File: src/sv/heater_duty_sequencer_assert.svh
// Assertion macros shared by the heater duty sequencer RTL.
`ifndef HEATER_DUTY_SEQUENCER_ASSERT_SVH
`define HEATER_DUTY_SEQUENCER_ASSERT_SVH

// Condition that must hold at every clock edge outside reset.
`define HDS_ASSERT_ALWAYS(label, cond) \
	label: assert property (@(posedge clk) disable iff (!arst_n) (cond)) \
		else $error("heater sequencer invariant violated");

// Same-cycle implication checked at every clock edge outside reset.
`define HDS_ASSERT_IMPLIES(label, ante, cons) \
	label: assert property (@(posedge clk) disable iff (!arst_n) (ante) |-> (cons)) \
		else $error("heater sequencer implication violated");

`endif

File: src/sv/hds_pkg.sv
// Shared types and constants of the heater duty sequencer.
`timescale 1ns / 1ps

package hds_pkg;

	localparam int DutyW  = 7;
	localparam int TicksW = 20;
	localparam int LevelW = 2;
	localparam int CfgIdxW = 3;

	localparam logic [DutyW-1:0] DutyMax = 7'd100;

	// Command codes
	typedef enum logic [1:0] {
		OP_TICK  = 2'd0,
		OP_ON    = 2'd1,
		OP_OFF   = 2'd2,
		OP_LEVEL = 2'd3
	} opcode_t;

	// Sequencing phase
	typedef enum logic [1:0] {
		PH_IDLE    = 2'd0,
		PH_STABLE  = 2'd1,
		PH_FULL    = 2'd2,
		PH_REDUCED = 2'd3
	} phase_t;

	// Heat levels
	localparam logic [LevelW-1:0] LVL_LOW  = 2'd0;
	localparam logic [LevelW-1:0] LVL_MID  = 2'd1;
	localparam logic [LevelW-1:0] LVL_HIGH = 2'd2;

	// Configuration register indexes
	typedef enum logic [CfgIdxW-1:0] {
		REG_HIGH_FULL    = 3'd0,
		REG_HIGH_REDUCED = 3'd1,
		REG_MID_FULL     = 3'd2,
		REG_MID_REDUCED  = 3'd3,
		REG_LOW_FULL     = 3'd4,
		REG_LOW_REDUCED  = 3'd5,
		REG_STABLE_TICKS = 3'd6,
		REG_TOGGLE_TICKS = 3'd7
	} cfg_index_t;

	// Register reset values
	localparam logic [DutyW-1:0]  HighFullRst    = 7'd100;
	localparam logic [DutyW-1:0]  HighReducedRst = 7'd80;
	localparam logic [DutyW-1:0]  MidFullRst     = 7'd70;
	localparam logic [DutyW-1:0]  MidReducedRst  = 7'd55;
	localparam logic [DutyW-1:0]  LowFullRst     = 7'd40;
	localparam logic [DutyW-1:0]  LowReducedRst  = 7'd30;
	localparam logic [TicksW-1:0] StableTicksRst = 20'd900000;
	localparam logic [TicksW-1:0] ToggleTicksRst = 20'd15000;

	// Clamp a duty register value to the PWM period
	function automatic logic [DutyW-1:0] sat_duty(input logic [DutyW-1:0] d);
		logic [DutyW-1:0] r;
		r = (d > DutyMax) ? DutyMax : d;
		return r;
	endfunction

endpackage

File: src/sv/heater_duty_sequencer.sv
// Heater duty sequencer top level: command decode, timer and duty state.
// A transferred command passes the input register, then the state/result register.
// Throughput: one command per cycle unless out_stall holds the result; the one-pass
// decode and timer update set that figure.
// The state registers double as the result register, so a stalled result holds the state.
// Reset (arst_n low) clears all control state and loads register defaults at once.
`timescale 1ns / 1ps
`include "heater_duty_sequencer_assert.svh"

module heater_duty_sequencer (
	input  logic                               clk,
	input  logic                               arst_n,
	// Command channel
	input  logic                               in_valid,
	output logic                               in_stall,
	input  logic [1:0]                         opcode,
	input  logic [hds_pkg::LevelW-1:0]         level_in,
	// Result channel
	output logic                               out_valid,
	input  logic                               out_stall,
	output logic [hds_pkg::DutyW-1:0]          duty,
	output logic                               drive_enable,
	output logic                               heating_on,
	output logic [hds_pkg::LevelW-1:0]         level_out,
	// Configuration write port
	input  logic                               cfg_we,
	input  logic [hds_pkg::CfgIdxW-1:0]        cfg_index,
	input  logic [hds_pkg::TicksW-1:0]         cfg_data
);

	// Configuration registers
	logic [hds_pkg::DutyW-1:0]  high_full_q, high_reduced_q;
	logic [hds_pkg::DutyW-1:0]  mid_full_q, mid_reduced_q;
	logic [hds_pkg::DutyW-1:0]  low_full_q, low_reduced_q;
	logic [hds_pkg::TicksW-1:0] stable_ticks_q, toggle_ticks_q;

	// Input stage
	logic                        valid_s1;
	hds_pkg::opcode_t            opcode_s1;
	logic [hds_pkg::LevelW-1:0]  level_s1;

	// Sequencer state (also the result register)
	logic                        out_valid_q;
	logic                        on_q;
	hds_pkg::phase_t             phase_q;
	logic [hds_pkg::LevelW-1:0]  level_q;
	logic [hds_pkg::TicksW-1:0]  count_q;
	logic                        running_q;
	logic [hds_pkg::DutyW-1:0]   duty_q;
	logic                        enable_q;

	// Next state
	logic                        on_d;
	hds_pkg::phase_t             phase_d;
	logic [hds_pkg::LevelW-1:0]  level_d;
	logic [hds_pkg::TicksW-1:0]  count_d;
	logic                        running_d;
	logic [hds_pkg::DutyW-1:0]   duty_d;
	logic                        enable_d;

	logic                        advance;
	logic [hds_pkg::LevelW-1:0]  req_level;

	// Full or reduced duty register of a level
	function automatic logic [hds_pkg::DutyW-1:0] level_duty(
		input logic [hds_pkg::LevelW-1:0] lvl,
		input logic                       full
	);
		logic [hds_pkg::DutyW-1:0] d;
		if (lvl == hds_pkg::LVL_LOW) begin
			d = full ? low_full_q : low_reduced_q;
		end else if (lvl == hds_pkg::LVL_MID) begin
			d = full ? mid_full_q : mid_reduced_q;
		end else begin
			d = full ? high_full_q : high_reduced_q;
		end
		return d;
	endfunction

	// Handshake: the input stage moves on when the result slot is free or being taken
	assign advance  = valid_s1 && (!out_valid_q || !out_stall);
	assign in_stall = valid_s1 && !advance;

	// Configuration writes
	always_ff @(posedge clk or negedge arst_n) begin
		if (!arst_n) begin
			high_full_q    <= hds_pkg::HighFullRst;
			high_reduced_q <= hds_pkg::HighReducedRst;
			mid_full_q     <= hds_pkg::MidFullRst;
			mid_reduced_q  <= hds_pkg::MidReducedRst;
			low_full_q     <= hds_pkg::LowFullRst;
			low_reduced_q  <= hds_pkg::LowReducedRst;
			stable_ticks_q <= hds_pkg::StableTicksRst;
			toggle_ticks_q <= hds_pkg::ToggleTicksRst;
		end else if (cfg_we) begin
			case (hds_pkg::cfg_index_t'(cfg_index))
				hds_pkg::REG_HIGH_FULL:    high_full_q    <= cfg_data[hds_pkg::DutyW-1:0];
				hds_pkg::REG_HIGH_REDUCED: high_reduced_q <= cfg_data[hds_pkg::DutyW-1:0];
				hds_pkg::REG_MID_FULL:     mid_full_q     <= cfg_data[hds_pkg::DutyW-1:0];
				hds_pkg::REG_MID_REDUCED:  mid_reduced_q  <= cfg_data[hds_pkg::DutyW-1:0];
				hds_pkg::REG_LOW_FULL:     low_full_q     <= cfg_data[hds_pkg::DutyW-1:0];
				hds_pkg::REG_LOW_REDUCED:  low_reduced_q  <= cfg_data[hds_pkg::DutyW-1:0];
				hds_pkg::REG_STABLE_TICKS: stable_ticks_q <= cfg_data;
				hds_pkg::REG_TOGGLE_TICKS: toggle_ticks_q <= cfg_data;
				default: ;
			endcase
		end
	end

	// Input register
	always_ff @(posedge clk or negedge arst_n) begin
		if (!arst_n) begin
			valid_s1 <= 1'b0;
		end else if (!in_stall) begin
			valid_s1 <= in_valid;
		end
	end

	always_ff @(posedge clk) begin
		if (in_valid && !in_stall) begin
			opcode_s1 <= hds_pkg::opcode_t'(opcode);
			level_s1  <= level_in;
		end
	end

	// Level 3 counts as high
	assign req_level = (level_s1 > hds_pkg::LVL_HIGH) ? hds_pkg::LVL_HIGH : level_s1;

	// Command decode and timer update
	always_comb begin
		on_d      = on_q;
		phase_d   = phase_q;
		level_d   = level_q;
		count_d   = count_q;
		running_d = running_q;
		duty_d    = duty_q;
		enable_d  = enable_q;
		case (opcode_s1)
			hds_pkg::OP_TICK: begin
				if (running_q) begin
					if (count_q <= 20'd1) begin
						count_d   = '0;
						running_d = 1'b0;
						// timer expiry: step the alternation
						if (phase_q == hds_pkg::PH_STABLE || phase_q == hds_pkg::PH_REDUCED) begin
							duty_d    = hds_pkg::sat_duty(level_duty(level_q, 1'b1));
							enable_d  = 1'b1;
							phase_d   = hds_pkg::PH_FULL;
							count_d   = toggle_ticks_q;
							running_d = 1'b1;
						end else if (phase_q == hds_pkg::PH_FULL) begin
							duty_d    = hds_pkg::sat_duty(level_duty(level_q, 1'b0));
							enable_d  = 1'b1;
							phase_d   = hds_pkg::PH_REDUCED;
							count_d   = toggle_ticks_q;
							running_d = 1'b1;
						end
					end else begin
						count_d = count_q - 20'd1;
					end
				end
			end
			hds_pkg::OP_ON: begin
				if (!on_q) begin
					on_d      = 1'b1;
					phase_d   = hds_pkg::PH_STABLE;
					level_d   = hds_pkg::LVL_HIGH;
					duty_d    = hds_pkg::sat_duty(high_full_q);
					enable_d  = 1'b1;
					count_d   = stable_ticks_q;
					running_d = 1'b1;
				end
			end
			hds_pkg::OP_OFF: begin
				if (on_q) begin
					on_d      = 1'b0;
					duty_d    = '0;
					enable_d  = 1'b0;
					running_d = 1'b0;
					count_d   = '0;
				end
			end
			hds_pkg::OP_LEVEL: begin
				// phase is kept, stable period restarts
				level_d   = req_level;
				duty_d    = hds_pkg::sat_duty(level_duty(req_level, 1'b1));
				enable_d  = 1'b1;
				count_d   = stable_ticks_q;
				running_d = 1'b1;
			end
			default: ;
		endcase
	end

	// State and result register
	always_ff @(posedge clk or negedge arst_n) begin
		if (!arst_n) begin
			out_valid_q <= 1'b0;
			on_q        <= 1'b0;
			phase_q     <= hds_pkg::PH_IDLE;
			level_q     <= hds_pkg::LVL_HIGH;
			count_q     <= '0;
			running_q   <= 1'b0;
			duty_q      <= '0;
			enable_q    <= 1'b0;
		end else begin
			if (advance) begin
				out_valid_q <= 1'b1;
				on_q        <= on_d;
				phase_q     <= phase_d;
				level_q     <= level_d;
				count_q     <= count_d;
				running_q   <= running_d;
				duty_q      <= duty_d;
				enable_q    <= enable_d;
			end else if (!out_stall) begin
				out_valid_q <= 1'b0;
			end
		end
	end

	assign out_valid    = out_valid_q;
	assign duty         = duty_q;
	assign drive_enable = enable_q;
	assign heating_on   = on_q;
	assign level_out    = level_q;

	// Checks
	`HDS_ASSERT_IMPLIES(a_off_zero_duty, !enable_q, duty_q == '0)
	`HDS_ASSERT_ALWAYS(a_level_legal, level_q <= hds_pkg::LVL_HIGH)
	`HDS_ASSERT_IMPLIES(a_stopped_timer_clear, !running_q, count_q == '0)
	`HDS_ASSERT_IMPLIES(a_on_not_idle, on_q, phase_q != hds_pkg::PH_IDLE)

endmodule
File: config.mk
export PLATFORM = sky130hd
export DESIGN_NAME = heater_duty_sequencer
export DESIGN_NICKNAME = d
export VERILOG_FILES = /design/src/sv/hds_pkg.sv /design/src/sv/heater_duty_sequencer.sv
export VERILOG_INCLUDE_DIRS = /design/src /design/src/sv
export SDC_FILE = /design/constraint.sdc
export NUM_CORES = 1
export LEC_CHECK = 0
export ABC_AREA = 1
export BUFFER_PORTS_ARGS = -buffer_cell sky130_fd_sc_hd__buf_4
export CAP_MARGIN = 10
export CORE_AREA = 3 3 125 127
export DETAILED_ROUTE_END_ITERATION = 12
export DIE_AREA = 0 0 128 130
export PLACE_DENSITY = 0.61
export SYNTH_ARGS = -nofsm -noshare
export SYNTH_HDL_FRONTEND = slang
export SYNTH_SLANG_ARGS = --single-unit
File: constraint.sdc
create_clock -name clk -period 3.8 [get_ports clk]
set_clock_uncertainty 0.15 [all_clocks]
set_input_delay 0.76 -clock clk [delete_from_list [all_inputs] [get_ports clk]]
set_output_delay 0.76 -clock clk [all_outputs]
set_load 0.03 [all_outputs]
==> key figures <==
Outcome
  – Result of the run: complete, no violations

Route
  – Total number of vias: about 5700
  – Routed len/inst: 15.8 um
  – Final wirelength: ~17 mm
  – Average via count per standard cell: 5.26
  – Starting DRC count in detailed routing: approximately 350
  – Post-route ant nets: 0
  – Pre-Repair DR Iteration Count: 5
  – Post-route DRC: 0

CTS
  – Max Root-Sink Buffers: 2
  – Clk pin slew, worst setup/hold paths: approximately 0.05 ns
  – Root buffer cell: clkbuf_16
  – CTS tree: built
  – CTS Buf Count: 17
  – CTS Hold Bufs: 0
  – Clk Latency, worst-skew pair: approximately 0.42 ns
  – Post-CTS Setup Bufs: 0
  – Clock sink count: 122
  – Depth of the CTS H-tree: 4
  – Post-CTS Resized: 0

Yosys
  – Area share of fa/ha/maj cells after synthesis: 0.0134
  – Post-synth top flop: dfrtp_1
  – Count leader, synth: nand2_1
  – Largest family of logic cells by synthesized area: simple AND/OR/NAND/NOR gates
  – Post-synth EDFFs: 4
  – Post-synth top area share: 0.305
  – Synth Cell Area: approximately 6600 um^2
  – Most frequent cells after synthesis: nand2_1 (232), inv_1 (89), o21ai_0 (88)
  – Simple-gate share of the synthesized area: 0.257
  – Yosys warns: 0
  – Post-Syn Area per Cell: slightly below 8 um^2
  – Yosys top cell by area: dfrtp_1
  – Synth Area in Compound Gates: 0.137
  – Mux contribution to synthesized area: 0.0326
  – Ys async rst share: 0.967
  – Post-synth cell types: 36
  – Post-synthesis xor/xnor area fraction: 0.00535
  – Syn Nets: slightly below 900
  – Post-synthesis sequential area ratio: 0.476
  – Synth area leaders: dfrtp_1 (31%), dfstp_2 (15%), nand2_1 (13%)
  – Flops & latches, synth: 122
  – Syn Inst Count: around 840

Final layout
  – Fill count: 1420
  – Synthesis-to-finish area growth: 16.1%
  – Sequential cell area: roughly 3100 um^2
  – Nets@finish: approximately 900
  – Layout cells sized above 1: 0.184
  – N_diodes: 0
  – Area of the multi-input gates: 2920 um^2

Power
  – Clk network pwr share: 0.314
  – Flop pwr share: 0.401
  – P_int: 3.29 mW
  – Leak pwr: 3.69 nW
  – Switching Fraction: 0.355
  – Switching power total: about 1.8 mW
  – Gate power share: 0.285
  – Power, Total: approximately 5 mW
  – VDD IR-drop max: ~0.35 mV
  – Cell area power density: around 670 nW/um^2

Die
  – Placeable Area: about 15000 um^2
  – Starting density of the core: 0.451
  – Row Count: 44
  – DIE WIDTH: 128 um
  – IO Count: 45
  – Die area: 16600 um^2
  – Die Height: about 130 um

Global route
  – Grt ovf: 0
  – Vias in the first global route: 5580
  – Initial antenna violation count: 0
  – Largest net degree at the start of global routing: 70
  – First-pass GRT wire length: approximately 28 mm
  – Gr usage total: 0.211

Critical path
  – CP Class: register to register
  – CP max stage delay: approximately 0.35 ns
  – CP Launch Type: register
  – Required time of the worst setup path: 3.99 ns
  – Crit path max-delay family: compound AO/OA/AOI/OAI gates
  – Critical Path, Cell by Cell: inv_1 -> ha_1 -> o21ai_1 -> nor2_4 -> nand2_4 -> o21ai_4 -> inv_2 -> o211ai_1 -> a21oi_1
  – FF-to-FF setup slack: approximately 1.4 ns
  – Arrival @ worst endpoint: between 2 and 3 ns
  – Critical path's slowest cell: dfrtp_1
  – CP Buf/Inv Count: 2
  – Worst-path maximum fanout: 31
  – Type of destination of the critical path: register

Placed design
  – Final weighted congestion in routability-driven placement: around 1
  – Pre-CTS setup slack: approximately 1.3 ns
  – Post-detail-place hpwl: about 12 mm
  – Port buffer count: 44

Timing
  – Setup WS post-layout: about 1.4 ns
  – Final Hold Vio Count: 0
  – Slew Viols, Final: 0
  – Worst Max-Slew Pin Slew: ~0.97 ns
  – Fmax: approximately 0.42 GHz
  – Setup TNS: 0 ns
  – Slew HR: 0.353
  – Fin crit period: roughly 2.4 ns
  – Period utilization: 0.632
  – RSZ-0062 raised after global routing: false
  – Final Setup Violations: 0
  – Hold_ws: about 0.3 ns

Worst hold path
  – Hold crit path type: primary input to asynchronous set/reset pin

Run
  – Max-cap violations: 0
==> power by group through the flow <==
stage | Sequential, mW | Combinational, mW | Clock (mW)
global route | 2.09 | 1.65 | 1.69
finish | 2.05 | 1.45 | 1.60
detailed placement | 2.06 | 1.45 | 0
floorplan | 2.03 | 1.02 | 0
CTS | 2.05 | 1.46 | 1.63
global placement | 2.05 | 1.41 | 0
==> cell type report <==
class	count	share of cell area
flip-flops and latches	122	0.410
inverters	96	0.0474
clock buffers	24	0.0607
clock inverters	8	0.0158
multi-input cells	590	0.384
repair buffers	51	0.0520
well taps	184	0.0303
==> stage by stage <==
step	util	area, um^2	cells
5_1_grt	0.524	7610	1075
4_1_cts	0.524	7610	1075
6_report	0.524	7610	1075
3_5_place_dp	0.484	7030	1043
3_3_place_gp	0.484	7030	1043
2_1_floorplan	-	6550	835
==> logic make-up (layout without fill, tap and decap cells) <==
logic type,count (synthesis),count (layout)
AND/OR/NAND/NOR,395,395
AO/OA/AOI/OAI,165,165
buffers and inverters,123,179
flip-flops,122,122
multiplexers,19,19
adder cells (fa/ha/maj),7,7
XOR/XNOR,4,4
==> sequential cells by signal, indices dropped and copies added, names as in the netlist, 7 cells and up <==
| name | cells |
|---|---|
| count_q | 20 |
| stable_ticks_q | 20 |
| toggle_ticks_q | 20 |
| duty | 7 |
| high_full_q | 7 |
| high_reduced_q | 7 |
| low_full_q | 7 |
| low_reduced_q | 7 |
| mid_full_q | 7 |
| mid_reduced_q | 7 |
==> per-layer routing <==
metal | part of all wire | routed length (um) | vias up | global-route usage
met2 | 0.51 | 8720 | 149 | 0.372
met1 | 0.41 | 6980 | 2699 | 0.248
met3 | 0.048 | 811 | 32 | 0.0508
met5 | 0 | 0 | - | 0
met4 | 0.030 | 515 | 0 | 0.0880
li1 | - | - | 2774 | -
==> worst paths after layout <==
path                       startpoint                 end  cells past startpoint
max                        count_q[0]         count_q[11]                      9
min                            arst_n  toggle_ticks_q[19]                      1
max reg2reg                count_q[0]         count_q[11]                      9
min reg2reg                phase_q[1]          phase_q[1]                      2
max in group asynchronous      arst_n       low_full_q[5]                      2
min in group clk           phase_q[1]          phase_q[1]                      2
==> cell usage in the layout (no fill, tap or decap), drive strengths merged <==
cell type | netlist | layout
edfxtp | 4 | 4
inv | 96 | 96
clkinvlp | 0 | 2
a22oi | 9 | 9
nand3b | 1 | 1
o31ai | 1 | 1
a21oi | 46 | 46
mux2 | 19 | 19
o21bai | 3 | 3
nor2 | 96 | 96
nor3 | 5 | 5
nand4 | 5 | 5
clkinv | 0 | 3
clkbuf | 11 | 24
xor2 | 4 | 4
buf | 16 | 51
o21ai | 97 | 97
ha | 7 | 7
dfrtp | 80 | 80
o211ai | 6 | 6
nand3 | 51 | 51
bufinv | 0 | 3
o22ai | 3 | 3
nand2 | 236 | 236
or2 | 1 | 1
dfstp | 38 | 38
Power figures use the tool's default switching activity.
